### config.mk
export PLATFORM = sky130hd
export DESIGN_NAME = keyed_slot_allocator_top
export DESIGN_NICKNAME = d
export VERILOG_FILES = /design/src/rtl/core/ksa_pkg.sv /design/src/rtl/core/ksa_table.sv /design/src/rtl/core/keyed_slot_allocator_top.sv
export VERILOG_INCLUDE_DIRS = /design/src /design/src/rtl/core
export SDC_FILE = /design/constraint.sdc
export NUM_CORES = 2
export LEC_CHECK = 0
export BUFFER_PORTS_ARGS = -buffer_cell sky130_fd_sc_hd__buf_2
export CORE_MARGIN = 5
export CORE_UTILIZATION = 45
export CTS_BUF_LIST = sky130_fd_sc_hd__clkbuf_16
export DETAILED_ROUTE_END_ITERATION = 7
export PLACE_DENSITY_LB_ADDON = 0.08
export SLEW_MARGIN = 20
export SYNTH_ARGS = -nofsm -noshare
export SYNTH_HDL_FRONTEND = slang
export SYNTH_SLANG_ARGS = --single-unit
### constraint.sdc
create_clock -name clk -period 6.6 [get_ports clk]
set_input_delay 1.32 -clock clk [delete_from_list [all_inputs] [get_ports clk]]
set_output_delay 1.32 -clock clk [all_outputs]
set_load 0.02 [all_outputs]
### src/rtl/core/keyed_slot_allocator_top_macros.svh
// Assertion macros for the keyed slot allocator
`ifndef KEYED_SLOT_ALLOCATOR_TOP_MACROS_SVH
`define KEYED_SLOT_ALLOCATOR_TOP_MACROS_SVH

// same-cycle implication
`define KSA_ASSERT_NOW(label, ante, cons) \
    label: assert property (@(posedge clk) disable iff (!rst_n) (ante) |-> (cons)) \
        else $error("slot allocator check failed");

// next-cycle implication
`define KSA_ASSERT_NEXT(label, ante, cons) \
    label: assert property (@(posedge clk) disable iff (!rst_n) (ante) |=> (cons)) \
        else $error("slot allocator sequence check failed");

`endif

### src/rtl/core/ksa_pkg.sv
// Shared types and constants for the keyed slot allocator
package ksa_pkg;

    localparam int SLOT_COUNT_DEF = 64;
    localparam int KEY_BITS_DEF   = 32;
    localparam int CFG_W          = 7;
    localparam int CNT_W          = 32;
    localparam int RESET_SLOTS    = 64;
    localparam int MAX_MANAGED    = 127;

    localparam logic [CNT_W-1:0] CNT_MAX = '1;

    localparam logic CMD_ALLOC   = 1'b0;
    localparam logic CMD_RELEASE = 1'b1;

    localparam logic [1:0] ST_OK   = 2'd0;
    localparam logic [1:0] ST_FULL = 2'd1;
    localparam logic [1:0] ST_MISS = 2'd2;

    typedef struct packed {
        logic               cmd;
        logic signed [31:0] key;
    } req_t;

    typedef struct packed {
        logic [1:0]       status;
        logic [6:0]       slot_number;
        logic [6:0]       free_slots;
        logic [CNT_W-1:0] alloc_ok_count;
        logic [CNT_W-1:0] alloc_fail_count;
        logic [CNT_W-1:0] release_fail_count;
    } rsp_t;

    typedef enum logic [1:0] {
        S_IDLE,
        S_SCAN,
        S_UPDATE
    } state_t;

    typedef struct packed {
        logic clear_all;
        logic set_slot;
        logic free_slot;
        logic rd_en;
        logic alloc_mode;
    } tbl_ctrl_t;

    typedef struct packed {
        logic vld;
        logic hit;
    } probe_t;

endpackage

### src/rtl/core/ksa_table.sv
// Slot table: valid bits, key memory and the shared per-slot compare stage
module ksa_table #(
    parameter int VN = 64,
    parameter int IW = 6,
    parameter int KW = 32
) (
    input  logic              clk,
    input  logic              rst_n,
    input  ksa_pkg::tbl_ctrl_t ctrl,
    input  logic [IW-1:0]     upd_idx,
    input  logic [KW-1:0]     wr_key,
    input  logic [IW-1:0]     rd_addr,
    input  logic [KW-1:0]     probe_key,
    output ksa_pkg::probe_t   probe,
    output logic [IW-1:0]     probe_idx
);

    logic [VN-1:0] valid_reg;
    logic [VN-1:0] valid_next;
    logic [KW-1:0] key_mem [VN];
    logic [KW-1:0] rd_key_reg;
    logic          cmp_vld_reg;
    logic [IW-1:0] cmp_idx_reg;

    always_comb
    begin
        valid_next = valid_reg;
        if (ctrl.clear_all)
        begin
            valid_next = '0;
        end
        else if (ctrl.set_slot)
        begin
            valid_next[upd_idx] = 1'b1;
        end
        else if (ctrl.free_slot)
        begin
            valid_next[upd_idx] = 1'b0;
        end
    end

    always_ff @(posedge clk or negedge rst_n)
    begin
        if (!rst_n)
        begin
            valid_reg   <= '0;
            cmp_vld_reg <= 1'b0;
        end
        else
        begin
            valid_reg   <= valid_next;
            cmp_vld_reg <= ctrl.rd_en;
        end
    end

    // key memory: one write port, one registered read port
    always_ff @(posedge clk)
    begin
        if (ctrl.set_slot)
        begin
            key_mem[upd_idx] <= wr_key;
        end
        if (ctrl.rd_en)
        begin
            rd_key_reg  <= key_mem[rd_addr];
            cmp_idx_reg <= rd_addr;
        end
    end

    always_comb
    begin
        probe.vld = cmp_vld_reg;
        if (ctrl.alloc_mode)
        begin
            probe.hit = !valid_reg[cmp_idx_reg];
        end
        else
        begin
            probe.hit = valid_reg[cmp_idx_reg] && (rd_key_reg == probe_key);
        end
    end

    assign probe_idx = cmp_idx_reg;

endmodule

### src/rtl/core/keyed_slot_allocator_top.sv
// Keyed slot allocator: first-fit allocate and keyed release over a slot table
// A command scans the managed slots in order from slot 0 and stops at the first hit;
// a miss scans every managed slot. The result is registered in the update state.
// An allocate with no free slot skips the scan. One slot is compared per cycle
// through the single key memory read port, so busy stays high for the whole scan.
// Reset frees every slot, clears the counters and manages min(64, SLOT_COUNT) slots.
// Results are one-cycle strobes on done; the receiver cannot stall them.
`include "keyed_slot_allocator_top_macros.svh"

module keyed_slot_allocator_top #(
    parameter int SLOT_COUNT = ksa_pkg::SLOT_COUNT_DEF,
    parameter int KEY_BITS   = ksa_pkg::KEY_BITS_DEF
) (
    input  logic                      clk,
    input  logic                      rst_n,
    input  logic                      start,
    output logic                      busy,
    input  ksa_pkg::req_t             req,
    output logic                      done,
    output ksa_pkg::rsp_t             rsp,
    input  logic                      cfg_we,
    input  logic [ksa_pkg::CFG_W-1:0] cfg_wdata
);

    localparam int VN = (SLOT_COUNT < ksa_pkg::MAX_MANAGED) ? SLOT_COUNT
                                                             : ksa_pkg::MAX_MANAGED;
    localparam int IW = (VN > 1) ? $clog2(VN) : 1;
    localparam int KW = (KEY_BITS < 32) ? KEY_BITS : 32;
    localparam logic [ksa_pkg::CFG_W-1:0] RESET_N =
        ksa_pkg::CFG_W'((ksa_pkg::RESET_SLOTS < SLOT_COUNT) ? ksa_pkg::RESET_SLOTS
                                                             : SLOT_COUNT);
    localparam logic [ksa_pkg::CFG_W-1:0] MAX_N = ksa_pkg::CFG_W'(VN);

    ksa_pkg::state_t state_reg;
    ksa_pkg::state_t state_next;

    logic [6:0]                n_reg;
    logic [6:0]                n_next;
    logic [6:0]                free_reg;
    logic [6:0]                free_next;
    logic [ksa_pkg::CNT_W-1:0] ok_reg;
    logic [ksa_pkg::CNT_W-1:0] ok_next;
    logic [ksa_pkg::CNT_W-1:0] full_reg;
    logic [ksa_pkg::CNT_W-1:0] full_next;
    logic [ksa_pkg::CNT_W-1:0] miss_reg;
    logic [ksa_pkg::CNT_W-1:0] miss_next;
    logic                      cmd_reg;
    logic [KW-1:0]             key_reg;
    logic [IW-1:0]             scan_addr_reg;
    logic                      issue_reg;
    logic                      found_reg;
    logic [IW-1:0]             hit_idx_reg;
    logic                      done_reg;
    ksa_pkg::rsp_t             rsp_reg;
    ksa_pkg::rsp_t             rsp_next;

    ksa_pkg::tbl_ctrl_t        ctrl;
    ksa_pkg::probe_t           probe;
    logic [IW-1:0]             probe_idx;
    logic [6:0]                last_idx;
    logic                      accept;
    logic                      scan_end;

    assign accept   = start && !busy;
    assign last_idx = n_reg - 7'd1;
    assign scan_end = probe.vld && (probe.hit || (7'(probe_idx) == last_idx));

    ksa_table #(
        .VN (VN),
        .IW (IW),
        .KW (KW)
    ) u_table (
        .clk       (clk),
        .rst_n     (rst_n),
        .ctrl      (ctrl),
        .upd_idx   (hit_idx_reg),
        .wr_key    (key_reg),
        .rd_addr   (scan_addr_reg),
        .probe_key (key_reg),
        .probe     (probe),
        .probe_idx (probe_idx)
    );

    // next state
    always_comb
    begin
        state_next = state_reg;
        case (state_reg)
            ksa_pkg::S_IDLE:
            begin
                if (start)
                begin
                    if ((req.cmd == ksa_pkg::CMD_ALLOC) && (free_reg == 7'd0))
                    begin
                        state_next = ksa_pkg::S_UPDATE;
                    end
                    else
                    begin
                        state_next = ksa_pkg::S_SCAN;
                    end
                end
            end
            ksa_pkg::S_SCAN:
            begin
                if (scan_end)
                begin
                    state_next = ksa_pkg::S_UPDATE;
                end
            end
            ksa_pkg::S_UPDATE:
            begin
                state_next = ksa_pkg::S_IDLE;
            end
            default:
            begin
                state_next = ksa_pkg::S_IDLE;
            end
        endcase
    end

    // outputs to the table
    always_comb
    begin
        busy            = (state_reg != ksa_pkg::S_IDLE);
        ctrl.clear_all  = cfg_we;
        ctrl.rd_en      = (state_reg == ksa_pkg::S_SCAN) && issue_reg;
        ctrl.alloc_mode = (cmd_reg == ksa_pkg::CMD_ALLOC);
        ctrl.set_slot   = (state_reg == ksa_pkg::S_UPDATE) && found_reg &&
                          (cmd_reg == ksa_pkg::CMD_ALLOC);
        ctrl.free_slot  = (state_reg == ksa_pkg::S_UPDATE) && found_reg &&
                          (cmd_reg == ksa_pkg::CMD_RELEASE);
    end

    // clamp the written slot count
    always_comb
    begin
        n_next = cfg_wdata;
        if (cfg_wdata == 7'd0)
        begin
            n_next = 7'd1;
        end
        else if (32'(cfg_wdata) > SLOT_COUNT)
        begin
            n_next = MAX_N;
        end
    end

    // result of the finished command
    always_comb
    begin
        free_next = free_reg;
        ok_next   = ok_reg;
        full_next = full_reg;
        miss_next = miss_reg;
        rsp_next.status      = ksa_pkg::ST_OK;
        rsp_next.slot_number = 7'd0;
        if (cmd_reg == ksa_pkg::CMD_ALLOC)
        begin
            if (found_reg)
            begin
                free_next = free_reg - 7'd1;
                ok_next   = (ok_reg == ksa_pkg::CNT_MAX) ? ok_reg : ok_reg + 1'b1;
                rsp_next.slot_number = 7'(hit_idx_reg) + 7'd1;
            end
            else
            begin
                full_next = (full_reg == ksa_pkg::CNT_MAX) ? full_reg : full_reg + 1'b1;
                rsp_next.status = ksa_pkg::ST_FULL;
            end
        end
        else
        begin
            if (found_reg)
            begin
                free_next = free_reg + 7'd1;
            end
            else
            begin
                miss_next = (miss_reg == ksa_pkg::CNT_MAX) ? miss_reg : miss_reg + 1'b1;
                rsp_next.status = ksa_pkg::ST_MISS;
            end
        end
        rsp_next.free_slots         = free_next;
        rsp_next.alloc_ok_count     = ok_next;
        rsp_next.alloc_fail_count   = full_next;
        rsp_next.release_fail_count = miss_next;
    end

    always_ff @(posedge clk or negedge rst_n)
    begin
        if (!rst_n)
        begin
            state_reg     <= ksa_pkg::S_IDLE;
            n_reg         <= RESET_N;
            free_reg      <= RESET_N;
            ok_reg        <= '0;
            full_reg      <= '0;
            miss_reg      <= '0;
            issue_reg     <= 1'b0;
            found_reg     <= 1'b0;
            done_reg      <= 1'b0;
            scan_addr_reg <= '0;
        end
        else
        begin
            state_reg <= state_next;
            done_reg  <= (state_reg == ksa_pkg::S_UPDATE);
            if (cfg_we)
            begin
                n_reg    <= n_next;
                free_reg <= n_next;
                ok_reg   <= '0;
                full_reg <= '0;
                miss_reg <= '0;
            end
            else if (state_reg == ksa_pkg::S_UPDATE)
            begin
                free_reg <= free_next;
                ok_reg   <= ok_next;
                full_reg <= full_next;
                miss_reg <= miss_next;
            end
            if (accept)
            begin
                scan_addr_reg <= '0;
                issue_reg     <= 1'b1;
                found_reg     <= 1'b0;
            end
            else if (state_reg == ksa_pkg::S_SCAN)
            begin
                // advance the read address until the last managed slot
                if (ctrl.rd_en)
                begin
                    if (7'(scan_addr_reg) == last_idx)
                    begin
                        issue_reg <= 1'b0;
                    end
                    else
                    begin
                        scan_addr_reg <= scan_addr_reg + 1'b1;
                    end
                end
                if (probe.vld && probe.hit)
                begin
                    found_reg <= 1'b1;
                end
            end
        end
    end

    // payload: hold command, hit index and result
    always_ff @(posedge clk)
    begin
        if (accept)
        begin
            cmd_reg <= req.cmd;
            key_reg <= req.key[KW-1:0];
        end
        if ((state_reg == ksa_pkg::S_SCAN) && probe.vld && probe.hit)
        begin
            hit_idx_reg <= probe_idx;
        end
        if (state_reg == ksa_pkg::S_UPDATE)
        begin
            rsp_reg <= rsp_next;
        end
    end

    assign done = done_reg;
    assign rsp  = rsp_reg;

    `KSA_ASSERT_NEXT(a_accept_busy, accept, busy)
    `KSA_ASSERT_NOW(a_done_idle, done_reg, state_reg == ksa_pkg::S_IDLE)
    `KSA_ASSERT_NOW(a_free_bound, 1'b1, free_reg <= n_reg)
    `KSA_ASSERT_NOW(a_fail_no_slot, done_reg && (rsp_reg.status != ksa_pkg::ST_OK),
                    rsp_reg.slot_number == 7'd0)
    `KSA_ASSERT_NOW(a_status_legal, done_reg,
                    (rsp_reg.status == ksa_pkg::ST_OK) || (rsp_reg.status == ksa_pkg::ST_FULL) ||
                    (rsp_reg.status == ksa_pkg::ST_MISS))

endmodule
### Yosys cells after proc, flatten, opt, wreduce, memory -nomap -nowiden

Memories as Yosys holds them, arrays and structs flattened. A register that Yosys moved wholly into a read port is not among the register bits.
Cells that the tools add are included.

* bits of input ports: 44
* output and inout bits: 114
* word-level logic and storage cells: 132
* register bits after elaboration: 343
* memories: 1
* bits in writable memories: 2048

Memory list
* u_table.key_mem: depth 64, width 32, read ports 1, clocked after memory_dff 1, wr ports 1, RTL line ksa_table.sv:20 `logic [KW-1:0] key_mem [VN];`

* muxes and demuxes: 50
* add/sub/neg operators: 8
* bitwise logic cells: 6
* equality and inequality tests: 11
* order comparisons: 4
* reductions and logical operators: 30

Operator list (number)
* 2-to-1 mux 32 bit: 15
* 2-to-1 mux 64 bit: 3
* adder 32 x 1 -> 32 bit, second input constant: 3
* == test 32 bit, second input constant: 3
* AND 64 bit: 1
* NOT 64 bit: 1
* OR 64 bit: 1
* 2-to-1 mux 7 bit: 7
* == test 32 bit: 1
* 2-to-1 mux 6 bit: 4
* == test 6 x 7 -> 1 bit: 2
* logical NOT 7 bit: 2
* < comparator 6 x 7 -> 1 bit, second input constant: 2
* subtractor 7 x 1 -> 7 bit, second input constant: 2
* 2-to-1 mux 1 bit: 13
* logical AND 1 bit: 12
* nonzero test 2 bit: 6
* 2-to-1 mux 2 bit: 5
* adder 6 x 1 -> 7 bit, second input constant: 1
* adder 7 x 1 -> 7 bit, second input constant: 1
* greater-than comparator 7 bit, second input constant: 1
* adder 6 x 1 -> 6 bit, second input constant: 1
* binary-select mux 1 bit (select 6 bit): 1
* demux 1 bit (select 6 bit): 1
* 13 further kinds: 20

### Logic depth before layout (Yosys ltp)

* word-level depth: 9
* mapped depth: 9
* gate-level depth less buffers: 8

### By module

From an unflattened synthesis, not the netlist that was laid out.

* cell total of the unflattened synthesis: 4728
* area, all modules: 96030.9 sq um

By module, submodules not included
* ksa_table: sequential area each 64266.6 sq um, cells an instance 3510, instances 1, area an instance 82611.7 sq um
* keyed_slot_allocator_top: sequential area each 7564.8 sq um, cells an instance 1218, instances 1, area an instance 13419.1 sq um

### Worst setup path after synthesis

OpenSTA, ideal clock, no wires.

* path kind: register to register
* start point: reg state_reg[0]
* end point: reg miss_reg[30] in the netlist's numbering
* data arrival time: 4723 ps
* path buffers: 2
* path slack: 1737 ps
* data required time: 6459 ps
* cell stages (with the launch flop): 8
* setup time: 141 ps
* period minus slack after synthesis: 4863 ps
* cell sequence: dfrtp_1 -> nand2b_1 -> clkbuf_1 -> clkinv_1 -> clkbuf_1 -> nand3_1 -> nand3_1 -> o21ai_0

* word-level cells in the longest chain between the ends: 2

RTL lines
* from (decl): RTL line keyed_slot_allocator_top.sv:34 `ksa_pkg::state_t state_reg;`
* from (signal assigned): RTL line keyed_slot_allocator_top.sv:193 `state_reg <= ksa_pkg::S_IDLE;`
* from (signal assigned): RTL line keyed_slot_allocator_top.sv:206 `state_reg <= state_next;`
* == test 2 bit: RTL line keyed_slot_allocator_top.sv:216 `else if (state_reg == ksa_pkg::S_UPDATE)`
* nonzero test 2 bit (no line)
* to (signal assigned): RTL line keyed_slot_allocator_top.sv:221 `miss_reg <= miss_next;`
* to (decl): RTL line keyed_slot_allocator_top.sv:45 `logic [ksa_pkg::CNT_W-1:0] miss_reg;`

Every way passes these cells.
A chain may end at the register's enable or synchronous reset.

### Final worst setup path

* start point: reg cmd_reg
* end point: mem u_table.key_mem[23][30] (enable)

* word-level cells in the longest chain between the ends: 4

RTL lines
* from (decl): RTL line keyed_slot_allocator_top.sv:47 `logic cmd_reg;`
* from (signal assigned): RTL line keyed_slot_allocator_top.sv:256 `cmd_reg <= req.cmd;`
* NOT 1 bit
* logical AND 1 bit: RTL line keyed_slot_allocator_top.sv:128 `ctrl.set_slot = (state_reg == ksa_pkg::S_UPDATE) && found_reg &&`
* 2-to-1 mux 1 bit: RTL line ksa_table.sv:59 `if (ctrl.set_slot)`
* 2-to-1 mux 1 bit (implied by the code): RTL line ksa_table.sv:61 `key_mem[upd_idx] <= wr_key;`
* to (decl): RTL line ksa_table.sv:20

Every way passes these cells.

==> run_results.csv <==
group,metric,value,unit
die,die_w,470,um
routing,drtIter0Drc,4393,
final_layout,largest_reg_flops,2048,
power,p_total,0.0411,W
placed_design,place_congestion,0.797,
setup_path,path_common_cell,"buf_4",
setup_path,worstReg2RegStart,"cmd_reg$_DFFE_PP_",
clocking,tritoncts,"done",
timing,fmax,259,MHz
setup_path,critical_path_class,"reg2reg",
setup_path,cp_data_arrival_time,4.46,ns
logic_synthesis,synth.distinct_cells,66,
logic_synthesis,yosys_warnings,0,
timing,tns,0,ns
die,top_level_ports,158,
flow_run,cap_violations,0,
timing,finClkSkew,0.0491,ns
logic_synthesis,synth_top_family_by_area,"multiplexers",
setup_path,critical_path.startpoint_type,"flop",
clocking,postCtsHoldBufs,0,
clocking,clock_sinks,2423,
logic_synthesis,syn-mean-instance-area,21.2,um^2
die,core,0.211,mm^2
run_status,run_status,"completed",
worst_hold_path,min_path_type,"in2async",
logic_synthesis,synth_fp_nets,4548,
power,p_leak,34.7,nW
global_routing,grt_max_degree,140,
setup_path,cp-end-kind,"flop",
clocking,postCtsSetupBuffers,0,
global_routing,grt_pass1_wl,345,mm
setup_path,startpoint,"cmd_reg$_DFFE_PP_",
power,vdd_drop_max,0.000332,V
clocking,clkLatencyLatePin,0.91,ns
clocking,cts-root-buf,"clkbuf_16",
logic_synthesis,synth-edff-count,2237,
global_routing,grt-ovfl-total,0,
final_layout,layout.cells.non_filler,7845,
final_layout,nNetsFinal,4894,
die,rows,169,
die,die_h,470,um
setup_path,slowest_delay,0.85,ns
final_layout,stdcell_area,0.109,mm^2
logic_synthesis,ys.flop_type,"edfxtp_1",
timing,fin_crit_sh,0.584,
final_layout,layout_commonest_cell,"edfxtp_1",
placed_design,dpl_worst_slack,2.63,ns
clocking,cts_resized,0,
logic_synthesis,yosys.area_share.adder,0.00105,
routing,firstDrtPassIters,5,
routing,via_per_inst,5.85,
clocking,cts_inserted_buffers,274,
placed_design,hpwlAfterDp,149,mm
logic_synthesis,netlist_area,0.0953,mm^2
clocking,cts_buffer_depth,4,
global_routing,grt_pass1_vias,46000,
logic_synthesis,synth_xor_area_frac,0.0204,
logic_synthesis,synth-compound-area-share,0.0172,
timing,post-route-min-period,3.85,ns
routing,ant_nets,0,
die,die-area,0.221,mm^2
clocking,h-tree-depth,5,
timing,setup_violations,0,
routing,drt_wl_total,240,mm
logic_synthesis,synth.mux.area_fraction,0.165,
final_layout,area_growth,14.3,%
setup_path,slowest_stage,"nor2_4",
logic_synthesis,synth_simple_gate_area_frac,0.0309,
placed_design,place_area,0.101,mm^2
timing,worst_pin_slew,1.13,ns
final_layout,drive_above_1_share,0.288,
routing,wl_per_cell,30.6,um
logic_synthesis,async_flop_share,0.0768,
global_routing,track_usage,0.215,
timing,finalHoldViolCount,0,
final_layout,layout_common_cells,"2237 x edfxtp_1, 686 x mux4_2, 283 x clkbuf_16",
routing,vias,45900,
logic_synthesis,synth_cells,4496,
timing,worst_slack,2.75,ns
timing,slew_viol_final,0,
clocking,clk_pin_slew,0.06,ns
die,start_util,0.451,
timing,grt_setup_unrepaired,"no",
placed_design,io_buffers,157,
power,p_per_area,378,mW/mm^2
global_routing,antenna_found_initial,18,
setup_path,crit_chain,"nand2b_1, nor2_1, buf_4, nand2_1, nor2_4, buf_4",
logic_synthesis,yosys_register_bits,2423,
placed_design,dp.cells,7386,
setup_path,path_max_fanout,22,
setup_path,cp.required,7.20,ns
routing,drcViolationCount,0,
timing,slew_headroom,0.244,
logic_synthesis,seq_area_frac_synth,0.754,
[worst max-delay path, delay by kind of cell, from the launching register on]
| kind | cells | cell delay [ns] |
|---|---|---|
| simple gates | 4 | 2.34 |
| buf+inv | 2 | 0.60 |
| flops | 1 | 0.61 |
[path summary, 6_finish.rpt]
| check | endpoint | slack, ns | depth (start not counted) |
|---|---|---|---|
| max | u_table.key_mem[23][30]$_DFFE_PP_ | 2.75 | 6 |
| min reg2reg | hit_idx_reg[5]$_DFFE_PP_ | 0.50 | 0 |
| min | full_reg[24]$_DFFE_PN0P_ | 0.38 | 1 |
| min in group clk | hit_idx_reg[5]$_DFFE_PP_ | 0.50 | 0 |
| max reg2reg | u_table.key_mem[23][30]$_DFFE_PP_ | 2.75 | 6 |
| max in group asynchronous | scan_addr_reg[1]$_DFFE_PN0P_ | 4.87 | 2 |
[through the flow]
step	util	hold slack [ns]
after global placement	0.474	0.495
after CTS	0.515	0.332
after global routing	0.515	0.364
after detailed placement	0.477	0.488
final	0.515	0.377
after floorplan	-	0.421
[per-layer routing]
| metal | track usage | routed length (um) |
|---|---|---|
| met3 | 0.0430 | 14700 |
| met5 | 0 | 12 |
| met2 | 0.336 | 114000 |
| met1 | 0.312 | 105000 |
| met4 | 0.0598 | 6730 |
[where the power goes]
part           internal (W)  switching (W)
clock               0.00788        0.00578
combinational       0.00394        0.00521
sequential           0.0178       0.000505
total                0.0296         0.0115
[cell families (layout without fill, tap and decap cells)]
family,count (synthesis),in the layout
XOR/XNOR,219,219
flip-flops,2423,2423
AO/OA/AOI/OAI,257,257
multiplexers,712,712
adder cells (fa/ha/maj),8,8
buffers and inverters,282,806
other,0,4
AND/OR/NAND/NOR,595,595
[cell type report]
type                    count  area (um^2)
clock inverters           171          860
well taps                2821         3530
diodes                      4         10.0
clock buffers             283         7080
repair buffers            322         2580
multi-input cells        1791        22800
inverters                  30          125
flip-flops and latches   2423        71800
fillers                 16800       103000
[synth_stat cells, types with 31 or more instances]
cell type | count | share of area
edfxtp_1 | 2237 | 0.71
mux4_2 | 686 | 0.16
nor2_1 | 210 | 0.0083
clkbuf_1 | 196 | 0.0077
dfrtp_1 | 184 | 0.048
xnor2_1 | 131 | 0.012
nand2_1 | 109 | 0.0043
o21ai_0 | 108 | 0.0057
xor2_1 | 86 | 0.0079
o211ai_1 | 59 | 0.0046
nand3_1 | 54 | 0.0028
nand4_1 | 40 | 0.0026
a21oi_1 | 34 | 0.0018
nor3_1 | 32 | 0.0017
buf_1 | 31 | 0.0012
Note: power is estimated with default switching activity, not from simulation.
